`src/sv/assert_macros.svh`:
```
// assertion macros shared by the sharpen filter rtl
// no dependencies; compiled out when SYNTHESIS is defined
`ifndef ASSERT_MACROS_SVH
`define ASSERT_MACROS_SVH

`ifndef SYNTHESIS

// plain property, disabled while reset is asserted
`define SHC_ASSERT(name, clk, rstn, prop) \
    name: assert property (@(posedge clk) disable iff (!rstn) prop) \
        else $error("shconv assertion failed");

// condition in one cycle implies expectation in the next
`define SHC_ASSERT_NEXT(name, clk, rstn, cond, nxt) \
    name: assert property (@(posedge clk) disable iff (!rstn) (cond) |=> (nxt)) \
        else $error("shconv assertion failed");

`else

`define SHC_ASSERT(name, clk, rstn, prop)
`define SHC_ASSERT_NEXT(name, clk, rstn, cond, nxt)

`endif

`endif

```
`src/sv/shconv_pkg.sv`:
```
// types and constants for the 3x3 sharpen filter
// no dependencies; imported by every module of the block but shconv_ram
package shconv_pkg;

    localparam int DEF_MAX_WIDTH  = 128;
    localparam int DEF_MAX_HEIGHT = 128;
    localparam int DEF_PIXEL_BITS = 8;

    localparam int IN_PIXEL_W = 8;
    localparam int FILT_W     = 13;
    localparam int POS_W      = 7;
    localparam int CFG_W      = 8;
    localparam int PADDR_W    = 3;
    localparam int PDATA_W    = 32;
    localparam int NUM_RES    = 4;

    localparam logic [CFG_W-1:0] SIZE_RESET = 8'd128;

    // register index codes, taken from paddr[2]
    localparam logic REG_FRAME_WIDTH  = 1'b0;
    localparam logic REG_FRAME_HEIGHT = 1'b1;

    typedef struct packed {
        logic [IN_PIXEL_W-1:0] pixel;
        logic                  frame_start;
    } in_word_t;

    typedef struct packed {
        logic signed [FILT_W-1:0] filtered;
        logic [POS_W-1:0]         out_row;
        logic [POS_W-1:0]         out_col;
        logic                     frame_last;
    } out_word_t;

    // position flags of the pixel held in the compute stage
    typedef struct packed {
        logic row_ge1;
        logic row_ge2;
        logic col_ge1;
        logic col_ge2;
        logic right;
        logic bottom;
    } kern_ctl_t;

endpackage

```
`src/sv/sharpen_convolution_3x3.sv`:
```
// 3x3 sharpen filter: one pixel word accepted per clock unless stalled, position counters
// at the input; the output stage registers a pixel's results as it leaves the compute stage
// one output port, so a pixel that completes n results holds the input until all are sent:
// 2 in the right column below row 0 and on the last row, 4 at the end
// reset: synchronous; the line store ram is then cleared word by word, no pixel taken meanwhile
// depends on shconv_pkg, shconv_line_buf, shconv_kernel, shconv_emit, assert_macros.svh
`include "assert_macros.svh"

module sharpen_convolution_3x3
    import shconv_pkg::*;
#(
    parameter int MAX_WIDTH  = DEF_MAX_WIDTH,
    parameter int MAX_HEIGHT = DEF_MAX_HEIGHT,
    parameter int PIXEL_BITS = DEF_PIXEL_BITS
) (
    input  logic               aclk,
    input  logic               aresetn,
    input  logic               s_valid,
    output logic               s_ready,
    input  in_word_t           s_data,
    output logic               m_valid,
    input  logic               m_ready,
    output out_word_t          m_data,
    input  logic               psel,
    input  logic               penable,
    input  logic               pwrite,
    input  logic [PADDR_W-1:0] paddr,
    input  logic [PDATA_W-1:0] pwdata,
    output logic [PDATA_W-1:0] prdata,
    output logic               pready
);

    localparam int COL_W = $clog2(MAX_WIDTH);
    localparam int ROW_W = $clog2(MAX_HEIGHT);

    logic [CFG_W-1:0] width_reg;
    logic [CFG_W-1:0] height_reg;
    logic [COL_W-1:0] wlast;
    logic [ROW_W-1:0] hlast;
    logic             reg_idx;

    logic [ROW_W-1:0] row_pos_reg, row_pos_next;
    logic [COL_W-1:0] col_pos_reg, col_pos_next;
    logic             restart;
    logic [ROW_W-1:0] cur_row;
    logic [COL_W-1:0] cur_col;
    logic             cur_right, cur_bottom;
    logic             acc;

    logic                  s1_valid_reg;
    logic [PIXEL_BITS-1:0] s1_pix_reg;
    logic [COL_W-1:0]      s1_c_reg;
    logic [POS_W-1:0]      s1_row_reg, s1_col_reg;
    kern_ctl_t             s1_ctl_reg;
    logic                  s1_adv;

    logic [PIXEL_BITS-1:0] up, lo;
    logic                  clr_busy;
    out_word_t             res [NUM_RES];
    logic [NUM_RES-1:0]    res_mask;
    logic                  emit_free;

    logic                  s1_stall;
    logic                  pos_origin;

    // configuration port
    assign pready  = 1'b1;
    assign reg_idx = paddr[2];

    always_ff @(posedge aclk) begin
        if (!aresetn) begin
            width_reg  <= SIZE_RESET;
            height_reg <= SIZE_RESET;
        end else if (psel && penable && pwrite) begin
            unique case (reg_idx)
                REG_FRAME_WIDTH:  width_reg  <= pwdata[CFG_W-1:0];
                REG_FRAME_HEIGHT: height_reg <= pwdata[CFG_W-1:0];
            endcase
        end
    end

    always_comb begin
        unique case (reg_idx)
            REG_FRAME_WIDTH:  prdata = PDATA_W'(width_reg);
            REG_FRAME_HEIGHT: prdata = PDATA_W'(height_reg);
        endcase
    end

    // last column and row after saturating the sizes
    always_comb begin
        if (width_reg < CFG_W'(2)) begin
            wlast = COL_W'(1);
        end else if (32'(width_reg) > MAX_WIDTH) begin
            wlast = COL_W'(MAX_WIDTH - 1);
        end else begin
            wlast = COL_W'(width_reg - CFG_W'(1));
        end
        if (height_reg < CFG_W'(2)) begin
            hlast = ROW_W'(1);
        end else if (32'(height_reg) > MAX_HEIGHT) begin
            hlast = ROW_W'(MAX_HEIGHT - 1);
        end else begin
            hlast = ROW_W'(height_reg - CFG_W'(1));
        end
    end

    // position of the incoming pixel
    assign restart    = s_data.frame_start || (row_pos_reg > hlast) || (col_pos_reg > wlast);
    assign cur_row    = restart ? '0 : row_pos_reg;
    assign cur_col    = restart ? '0 : col_pos_reg;
    assign cur_right  = (cur_col == wlast);
    assign cur_bottom = (cur_row == hlast);

    always_comb begin
        if (cur_right) begin
            col_pos_next = '0;
            row_pos_next = cur_bottom ? '0 : cur_row + ROW_W'(1);
        end else begin
            col_pos_next = cur_col + COL_W'(1);
            row_pos_next = cur_row;
        end
    end

    assign s1_adv  = s1_valid_reg && emit_free;
    assign s_ready = !clr_busy && (!s1_valid_reg || s1_adv);
    assign acc     = s_valid && s_ready;

    always_ff @(posedge aclk) begin
        if (!aresetn) begin
            row_pos_reg  <= '0;
            col_pos_reg  <= '0;
            s1_valid_reg <= 1'b0;
        end else begin
            if (acc) begin
                row_pos_reg <= row_pos_next;
                col_pos_reg <= col_pos_next;
            end
            if (acc) begin
                s1_valid_reg <= 1'b1;
            end else if (s1_adv) begin
                s1_valid_reg <= 1'b0;
            end
        end
    end

    always_ff @(posedge aclk) begin
        if (acc) begin
            s1_pix_reg         <= PIXEL_BITS'(s_data.pixel);
            s1_c_reg           <= cur_col;
            s1_row_reg         <= POS_W'(cur_row);
            s1_col_reg         <= POS_W'(cur_col);
            s1_ctl_reg.row_ge1 <= (cur_row != '0);
            s1_ctl_reg.row_ge2 <= (cur_row > ROW_W'(1));
            s1_ctl_reg.col_ge1 <= (cur_col != '0);
            s1_ctl_reg.col_ge2 <= (cur_col > COL_W'(1));
            s1_ctl_reg.right   <= cur_right;
            s1_ctl_reg.bottom  <= cur_bottom;
        end
    end

    shconv_line_buf #(
        .MAX_WIDTH  (MAX_WIDTH),
        .PIXEL_BITS (PIXEL_BITS)
    ) u_line_buf (
        .aclk     (aclk),
        .aresetn  (aresetn),
        .rd_en    (acc),
        .rd_addr  (cur_col),
        .wr_en    (s1_adv),
        .wr_addr  (s1_c_reg),
        .wr_upper (lo),
        .wr_lower (s1_pix_reg),
        .rd_upper (up),
        .rd_lower (lo),
        .clr_busy (clr_busy)
    );

    shconv_kernel #(
        .PIXEL_BITS (PIXEL_BITS)
    ) u_kernel (
        .aclk     (aclk),
        .shift_en (s1_adv),
        .up       (up),
        .lo       (lo),
        .pix      (s1_pix_reg),
        .ctl      (s1_ctl_reg),
        .row      (s1_row_reg),
        .col      (s1_col_reg),
        .res      (res),
        .res_mask (res_mask)
    );

    shconv_emit u_emit (
        .aclk     (aclk),
        .aresetn  (aresetn),
        .load     (s1_adv),
        .res      (res),
        .res_mask (res_mask),
        .free     (emit_free),
        .m_valid  (m_valid),
        .m_ready  (m_ready),
        .m_data   (m_data)
    );

    assign s1_stall   = s1_valid_reg && !s1_adv;
    assign pos_origin = (row_pos_reg == '0) && (col_pos_reg == '0);

    // a stalled pixel keeps its place and its ram word
    `SHC_ASSERT_NEXT(a_s1_hold, aclk, aresetn, s1_stall, s1_valid_reg && $stable(s1_c_reg))
    // nothing reaches the compute stage while the ram is being cleared
    `SHC_ASSERT(a_clear_empty, aclk, aresetn, clr_busy |-> !s1_valid_reg)
    // the last pixel of a frame wraps the counters to the origin
    `SHC_ASSERT_NEXT(a_frame_wrap, aclk, aresetn, acc && cur_right && cur_bottom, pos_origin)

endmodule

```
`src/sv/shconv_ram.sv`:
```
// generic simple dual-port ram, one write and one registered read port
// read returns the old word when reading and writing the same address
module shconv_ram #(
    parameter int WIDTH = 16,
    parameter int DEPTH = 128
) (
    input  logic                     aclk,
    input  logic                     we,
    input  logic [$clog2(DEPTH)-1:0] waddr,
    input  logic [WIDTH-1:0]         wdata,
    input  logic                     re,
    input  logic [$clog2(DEPTH)-1:0] raddr,
    output logic [WIDTH-1:0]         rdata
);

    logic [WIDTH-1:0] mem [DEPTH];
    logic [WIDTH-1:0] rdata_reg;

    always_ff @(posedge aclk) begin
        if (we) begin
            mem[waddr] <= wdata;
        end
        if (re) begin
            rdata_reg <= mem[raddr];
        end
    end

    assign rdata = rdata_reg;

endmodule

```
`src/sv/shconv_line_buf.sv`:
```
// two line stores kept side by side in one ram word {upper, lower}
// depends on shconv_pkg and shconv_ram; zeroes the ram after reset
module shconv_line_buf
    import shconv_pkg::*;
#(
    parameter int MAX_WIDTH  = DEF_MAX_WIDTH,
    parameter int PIXEL_BITS = DEF_PIXEL_BITS
) (
    input  logic                         aclk,
    input  logic                         aresetn,
    input  logic                         rd_en,
    input  logic [$clog2(MAX_WIDTH)-1:0] rd_addr,
    input  logic                         wr_en,
    input  logic [$clog2(MAX_WIDTH)-1:0] wr_addr,
    input  logic [PIXEL_BITS-1:0]        wr_upper,
    input  logic [PIXEL_BITS-1:0]        wr_lower,
    output logic [PIXEL_BITS-1:0]        rd_upper,
    output logic [PIXEL_BITS-1:0]        rd_lower,
    output logic                         clr_busy
);

    localparam int COL_W  = $clog2(MAX_WIDTH);
    localparam int WORD_W = 2 * PIXEL_BITS;
    localparam logic [COL_W-1:0] LAST_ADDR = COL_W'(MAX_WIDTH - 1);

    logic              clr_busy_reg;
    logic [COL_W-1:0]  clr_addr_reg;
    logic              fwd_hit_reg;
    logic [WORD_W-1:0] fwd_word_reg;

    logic              ram_we;
    logic [COL_W-1:0]  ram_waddr;
    logic [WORD_W-1:0] ram_wdata;
    logic [WORD_W-1:0] ram_rdata;
    logic [WORD_W-1:0] word;

    always_ff @(posedge aclk) begin
        if (!aresetn) begin
            clr_busy_reg <= 1'b1;
            clr_addr_reg <= '0;
        end else if (clr_busy_reg) begin
            clr_addr_reg <= clr_addr_reg + COL_W'(1);
            if (clr_addr_reg == LAST_ADDR) begin
                clr_busy_reg <= 1'b0;
            end
        end
    end

    always_comb begin
        if (clr_busy_reg) begin
            ram_we    = 1'b1;
            ram_waddr = clr_addr_reg;
            ram_wdata = '0;
        end else begin
            ram_we    = wr_en;
            ram_waddr = wr_addr;
            ram_wdata = {wr_upper, wr_lower};
        end
    end

    // the ram reads the old word when a write to the same entry lands at that edge
    always_ff @(posedge aclk) begin
        if (!aresetn) begin
            fwd_hit_reg <= 1'b0;
        end else if (rd_en) begin
            fwd_hit_reg <= ram_we && (ram_waddr == rd_addr);
        end
    end

    always_ff @(posedge aclk) begin
        if (rd_en) begin
            fwd_word_reg <= ram_wdata;
        end
    end

    shconv_ram #(
        .WIDTH (WORD_W),
        .DEPTH (MAX_WIDTH)
    ) u_ram (
        .aclk  (aclk),
        .we    (ram_we),
        .waddr (ram_waddr),
        .wdata (ram_wdata),
        .re    (rd_en),
        .raddr (rd_addr),
        .rdata (ram_rdata)
    );

    assign word     = fwd_hit_reg ? fwd_word_reg : ram_rdata;
    assign rd_upper = word[WORD_W-1:PIXEL_BITS];
    assign rd_lower = word[PIXEL_BITS-1:0];
    assign clr_busy = clr_busy_reg;

endmodule

```
`src/sv/shconv_kernel.sv`:
```
// column window and the four candidate sharpen results of one pixel
// depends on shconv_pkg; window shifts when the pixel leaves the stage
module shconv_kernel
    import shconv_pkg::*;
#(
    parameter int PIXEL_BITS = DEF_PIXEL_BITS
) (
    input  logic                  aclk,
    input  logic                  shift_en,
    input  logic [PIXEL_BITS-1:0] up,
    input  logic [PIXEL_BITS-1:0] lo,
    input  logic [PIXEL_BITS-1:0] pix,
    input  kern_ctl_t             ctl,
    input  logic [POS_W-1:0]      row,
    input  logic [POS_W-1:0]      col,
    output out_word_t             res [NUM_RES],
    output logic [NUM_RES-1:0]    res_mask
);

    localparam int ACC_W = PIXEL_BITS + 5;

    // columns c-2 and c-1, rows r-2, r-1, r
    logic [PIXEL_BITS-1:0] win_reg [6];
    logic [ACC_W-1:0]      g [3][3];
    logic [ACC_W-1:0]      tot_a, tot_b, tot_c, tot_d;
    logic [ACC_W-1:0]      val_a, val_b, val_c, val_d;

    function automatic logic [ACC_W-1:0] times10(input logic [ACC_W-1:0] v);
        return (v << 3) + (v << 1);
    endfunction

    always_ff @(posedge aclk) begin
        if (shift_en) begin
            win_reg[0] <= win_reg[3];
            win_reg[1] <= win_reg[4];
            win_reg[2] <= win_reg[5];
            win_reg[3] <= up;
            win_reg[4] <= lo;
            win_reg[5] <= pix;
        end
    end

    // g[col][row], out-of-frame taps forced to zero
    always_comb begin
        for (int y = 0; y < 3; y++) begin
            g[0][y] = ACC_W'(win_reg[y]);
            g[1][y] = ACC_W'(win_reg[3 + y]);
        end
        g[2][0] = ACC_W'(up);
        g[2][1] = ACC_W'(lo);
        g[2][2] = ACC_W'(pix);
        for (int x = 0; x < 3; x++) begin
            if (!ctl.row_ge2) g[x][0] = '0;
            if (!ctl.row_ge1) g[x][1] = '0;
        end
        for (int y = 0; y < 3; y++) begin
            if (!ctl.col_ge2) g[0][y] = '0;
            if (!ctl.col_ge1) g[1][y] = '0;
        end
    end

    always_comb begin
        tot_a = '0;
        tot_b = '0;
        tot_c = '0;
        tot_d = '0;
        for (int x = 0; x < 3; x++) begin
            for (int y = 0; y < 3; y++) begin
                tot_a = tot_a + g[x][y];
                if (x > 0) tot_b = tot_b + g[x][y];
                if (y > 0) tot_c = tot_c + g[x][y];
                if (x > 0 && y > 0) tot_d = tot_d + g[x][y];
            end
        end
        val_a = times10(g[1][1]) - tot_a;
        val_b = times10(g[2][1]) - tot_b;
        val_c = times10(g[1][2]) - tot_c;
        val_d = times10(g[2][2]) - tot_d;
    end

    assign res[0] = '{filtered: FILT_W'(val_a), out_row: row - POS_W'(1),
                      out_col: col - POS_W'(1), frame_last: 1'b0};
    assign res[1] = '{filtered: FILT_W'(val_b), out_row: row - POS_W'(1),
                      out_col: col, frame_last: 1'b0};
    assign res[2] = '{filtered: FILT_W'(val_c), out_row: row,
                      out_col: col - POS_W'(1), frame_last: 1'b0};
    assign res[3] = '{filtered: FILT_W'(val_d), out_row: row,
                      out_col: col, frame_last: 1'b1};

    assign res_mask[0] = ctl.row_ge1 && ctl.col_ge1;
    assign res_mask[1] = ctl.row_ge1 && ctl.right;
    assign res_mask[2] = ctl.bottom && ctl.col_ge1;
    assign res_mask[3] = ctl.bottom && ctl.right;

endmodule

```
`src/sv/shconv_emit.sv`:
```
// output stage: holds up to four results of one pixel, sends one word a cycle while m_ready is high
// depends on shconv_pkg
module shconv_emit
    import shconv_pkg::*;
(
    input  logic               aclk,
    input  logic               aresetn,
    input  logic               load,
    input  out_word_t          res [NUM_RES],
    input  logic [NUM_RES-1:0] res_mask,
    output logic               free,
    output logic               m_valid,
    input  logic               m_ready,
    output out_word_t          m_data
);

    out_word_t          slot_reg [NUM_RES];
    logic [NUM_RES-1:0] mask_reg;
    logic [NUM_RES-1:0] mask_rest;
    logic               last_one;

    // mask with its lowest set bit removed
    assign mask_rest = mask_reg & (mask_reg - NUM_RES'(1));
    assign last_one  = (mask_rest == '0);
    assign m_valid   = (mask_reg != '0);
    assign free      = !m_valid || (last_one && m_ready);

    always_ff @(posedge aclk) begin
        if (!aresetn) begin
            mask_reg <= '0;
        end else if (load) begin
            mask_reg <= res_mask;
        end else if (m_valid && m_ready) begin
            mask_reg <= mask_rest;
        end
    end

    always_ff @(posedge aclk) begin
        if (load) begin
            slot_reg <= res;
        end
    end

    always_comb begin
        priority if (mask_reg[0]) begin
            m_data = slot_reg[0];
        end else if (mask_reg[1]) begin
            m_data = slot_reg[1];
        end else if (mask_reg[2]) begin
            m_data = slot_reg[2];
        end else begin
            m_data = slot_reg[3];
        end
    end

endmodule

```
`config.mk`:
```
export PLATFORM = sky130hd
export DESIGN_NAME = sharpen_convolution_3x3
export DESIGN_NICKNAME = d
export VERILOG_FILES = /design/src/sv/shconv_pkg.sv /design/src/sv/sharpen_convolution_3x3.sv /design/src/sv/shconv_ram.sv /design/src/sv/shconv_line_buf.sv /design/src/sv/shconv_kernel.sv /design/src/sv/shconv_emit.sv
export VERILOG_INCLUDE_DIRS = /design/src /design/src/sv
export SDC_FILE = /design/constraint.sdc
export NUM_CORES = 2
export LEC_CHECK = 0
export BUFFER_PORTS_ARGS = -buffer_cell sky130_fd_sc_hd__buf_4
export CAP_MARGIN = 20
export CORE_UTILIZATION = 49
export DETAILED_ROUTE_END_ITERATION = 6
export HOLD_SLACK_MARGIN = 0.02
export PLACE_DENSITY_LB_ADDON = 0.3
export SLEW_MARGIN = 20
export SYNTH_ARGS = -nofsm -noshare
export SYNTH_HDL_FRONTEND = slang
export SYNTH_SLANG_ARGS = --single-unit
```
`constraint.sdc`:
```
create_clock -name aclk -period 10.65 [get_ports aclk]
set_input_delay 2.13 -clock aclk [delete_from_list [all_inputs] [get_ports aclk]]
set_output_delay 2.13 -clock aclk [all_outputs]
set_load 0.02 [all_outputs]
```
==> results by group <==
Logic synthesis
  • Cells after Synth: 6690
  • Post-synth EDFFs: 2236
  • Distinct cells, synth: 92
  • Post-synth top cells: edfxtp_1, nand2_1, nor2_1, a21oi_1, o21ai_0
  • Seq cells post-synth: between 2000 and 2500
  • Ranking of synthesized cells by area: edfxtp_1, fa_1, mux2i_1
  • Synthesis Warnings: 0
  • Main flop type after synthesis: edfxtp_1
  • Seq/Total Area, Yosys: 69.35%
  • Ys async rst share: 0%
  • Yosys top cell area share: about two thirds
  • Most common cell in the synthesized netlist: edfxtp_1
  • Yosys top cell by area: edfxtp_1
  • Avg Synthesized Cell Area: 14.66 µm²
  • Post-Syn Area: 98090 µm²

Final layout
  • Layout cells sized above 1: 13.08%
  • P&R area growth vs syn: 12.11%
  • Layout Nets: 7150
  • Max reg flops: 2048

Setup path
  • Startpoint types: register
  • CP required: 11.28 ns
  • Worst Path Arrival: 7.99 ns
  • R2R Setup Slk: ~3.3 ns
  • FF-to-FF path depth: 18
  • Crit Path Max Fanout: 43
  • Crit end category: register
  • Reg2reg start: width_reg[0]
  • Reg2reg end: u_line_buf.u_ram.rdata[15]
  • CP Class: reg -> reg

Pwr
  • P_sw: 0.003572 W
  • Clock power frac: between 40% and 50%
  • Maximum vdd drop: 0.1764 mV
  • Share of power burned in registers: 54.4%
  • PD cells: between 150 and 200 nW/µm²
  • Switching share of total power: 19.95%
  • Leak: between 30 and 40 nW
  • Internal power: 0.01433 W
  • Logic pwr share: 1.1%

Min path
  • Hold crit path type: reg -> reg
  • Hold Path Sink: u_kernel.win_reg[2][0]
  • Hold_sp: u_kernel.win_reg[5][0]
  • Hold Path Cell Cnt: 0

Global routing
  • GR Util All Layers: 26.99%
  • Grt ovf: 0
  • Vias in the first global route: around 59000
  • Pin count of the biggest net entering global routing: between 100 and 150
  • Initial antenna violation count: 7
  • First-pass GRT wire length: 401600 µm

Floorplanning
  • Die area: 202000 µm²
  • I/O pin count: 114
  • Die Wd: 449.4 µm
  • Core area: 198000 µm²
  • Die height: 449.4 µm
  • Initial core utilization: 49.53%
  • Num rows: 163

Routing
  • Drt total wl: 277600 µm
  • DR iter-0 viols: 8552
  • DRC Markers: 0
  • Vias after detailed routing: 60620
  • Vias/cell: 6.281
  • Post-DRT Antenna Nets: 0
  • Wire per inst: 28.77 µm
  • DR pass1 iterations: 6

STA
  • Setup TNS: 0 ns
  • Max-slew violation count: 0
  • Final worst slack: 3.291 ns
  • Slew Limit Headroom: a little over an eighth
  • Clk_skew: 0.07190 ns
  • RSZ-0062 raised after global routing: false
  • Final period util: 69.10%
  • Final Hold Vio Count: 0
  • Achievable Freq: 135.9 MHz
  • Min Tclk post-route: about 7.4 ns
  • Final setup vio count: 0
  • Worst slew pin tran: 1.285 ns

Place
  • I/O Buffers: 62
  • Post-Place Setup Slack: 3.695 ns
  • Gp weighted congestion: around 0.93
  • Detailed Place HPWL: approximately 170000 µm

CTS
  • Clk slew on worst S/H paths: ~0.06 ns
  • CTS buffer count: around 220
  • Clock sink count: approximately 2300
  • H-Tree Depth: 4
  • Worst skew pair latency: 0.91 ns
  • Resized cells post-CTS: 0
  • CTS Hold Bufs: 0
  • Clock buffer depth: 3
  • Setup Fix Bufs, Post-CTS: 0
  • CTS root buf: clkbuf_16
  • CTS tree: built

Job
  • Max cap viols: 0

Run status
  • Outcome: complete, no violations
power by group through the flow:
stage	Combinational [W]	Sequential [W]	Clock (W)
finish	0.000200	0.00973	0.00797
global route	0.000204	0.00973	0.00838
CTS	0.000192	0.00973	0.00803
detailed placement	0.000191	0.00993	0
global placement	0.000188	0.00992	0
floorplan	0.000112	0.00992	0
layout by cell type (no fill, tap or decap), drive strengths merged, types with 25 or more instances in the layout:
cell type  count
a211o         28
nor2         388
edfxtp      2236
conb          25
a211oi       119
mux2         182
nor2b         43
xnor2         47
ha            93
a31oi         73
nand3         56
inv          347
clkinv       112
nand4         34
and2          60
fa           182
clkbuf       261
nor3          87
o211ai        51
mux2i        333
o221ai       130
a221oi        69
nand2        397
dfxtp         44
o21ai        357
bufinv        28
o22ai         54
a21boi        27
a21oi        371
o2111ai       39
buf          322
per-layer routing:
layer / share of wire, % / global-route usage (%)
met3: 11 / 5.984
met5: 0.0083 / 0
met1: 39 / 36.78
met4: 4.6 / 11.65
met2: 46 / 41.79
cell families (layout without fill, tap and decap cells):
family | Yosys count | in the layout | synth area share [%]
adder cells (fa/ha/maj) | 276 | 276 | 4.911
AND/OR/NAND/NOR | 1173 | 1173 | 5.388
multiplexers | 531 | 531 | 5.855
XOR/XNOR | 67 | 67 | 0.5982
flip-flops | 2280 | 2280 | 69.35
other | 2 | 27 | 0.007656
buffers and inverters | 779 | 1075 | 3.097
AO/OA/AOI/OAI | 1582 | 1582 | 10.80
worst max-delay path by stage:
stage / from / endpoint / slack, ns / depth (start not counted)
finish: width_reg[0] / u_line_buf.u_ram.rdata[15] / 3.29 / 18
global route: width_reg[0] / u_line_buf.u_ram.rdata[8] / 3.04 / 18
global placement: s1_ctl_reg[3] / u_emit.slot_reg[110] / 3.77 / 23
floorplan: m_ready / u_line_buf.u_ram.mem[70][0] / 1.17 / 9
detailed placement: height_reg[0] / u_line_buf.u_ram.rdata[8] / 3.70 / 20
CTS: height_reg[0] / u_line_buf.u_ram.rdata[8] / 3.64 / 20
worst max-delay path, cell delays in order (launching register included):
cell	delay, ns
dfxtp_1	0.44
inv_1	0.11
ha_1	0.23
xor2_1	0.16
nor4b_1	0.78
or2_2	0.27
ha_1	0.26
a21oi_1	0.14
a21oi_1	0.11
o41ai_2	0.53
buf_4	0.55
nand3_4	0.38
clkinv_2	0.16
buf_4	0.59
nand2_1	0.53
o21ai_0	0.32
nor3_1	0.09
a311oi_1	0.93
a2bb2oi_1	0.48
stage by stage:
stage          power [W]  std cells  hold WS [ns]  utilization [%]  cell area (µm²)
3_5_place_dp     0.01012       9238        0.4280            51.78           102500
4_1_cts          0.01795       9647        0.4319            55.51           109900
3_3_place_gp     0.01011       9238        0.4225            51.78           102500
5_1_grt          0.01832       9650        0.4462            55.53           110000
6_report         0.01790       9651        0.4260            55.53           110000
2_1_floorplan    0.01003       6713        0.4188                -            98180
final cells by class:
cell class	count	area, µm²
fillers	15430	88060
flip-flops and latches	2280	68040
multi-input cells	3654	27470
clock buffers	261	5784
well taps	2640	3303
repair buffers	322	2480
clock inverters	148	1588
inverters	344	1304
diodes	2	5.005
Note: power is estimated with default switching activity, not from simulation.
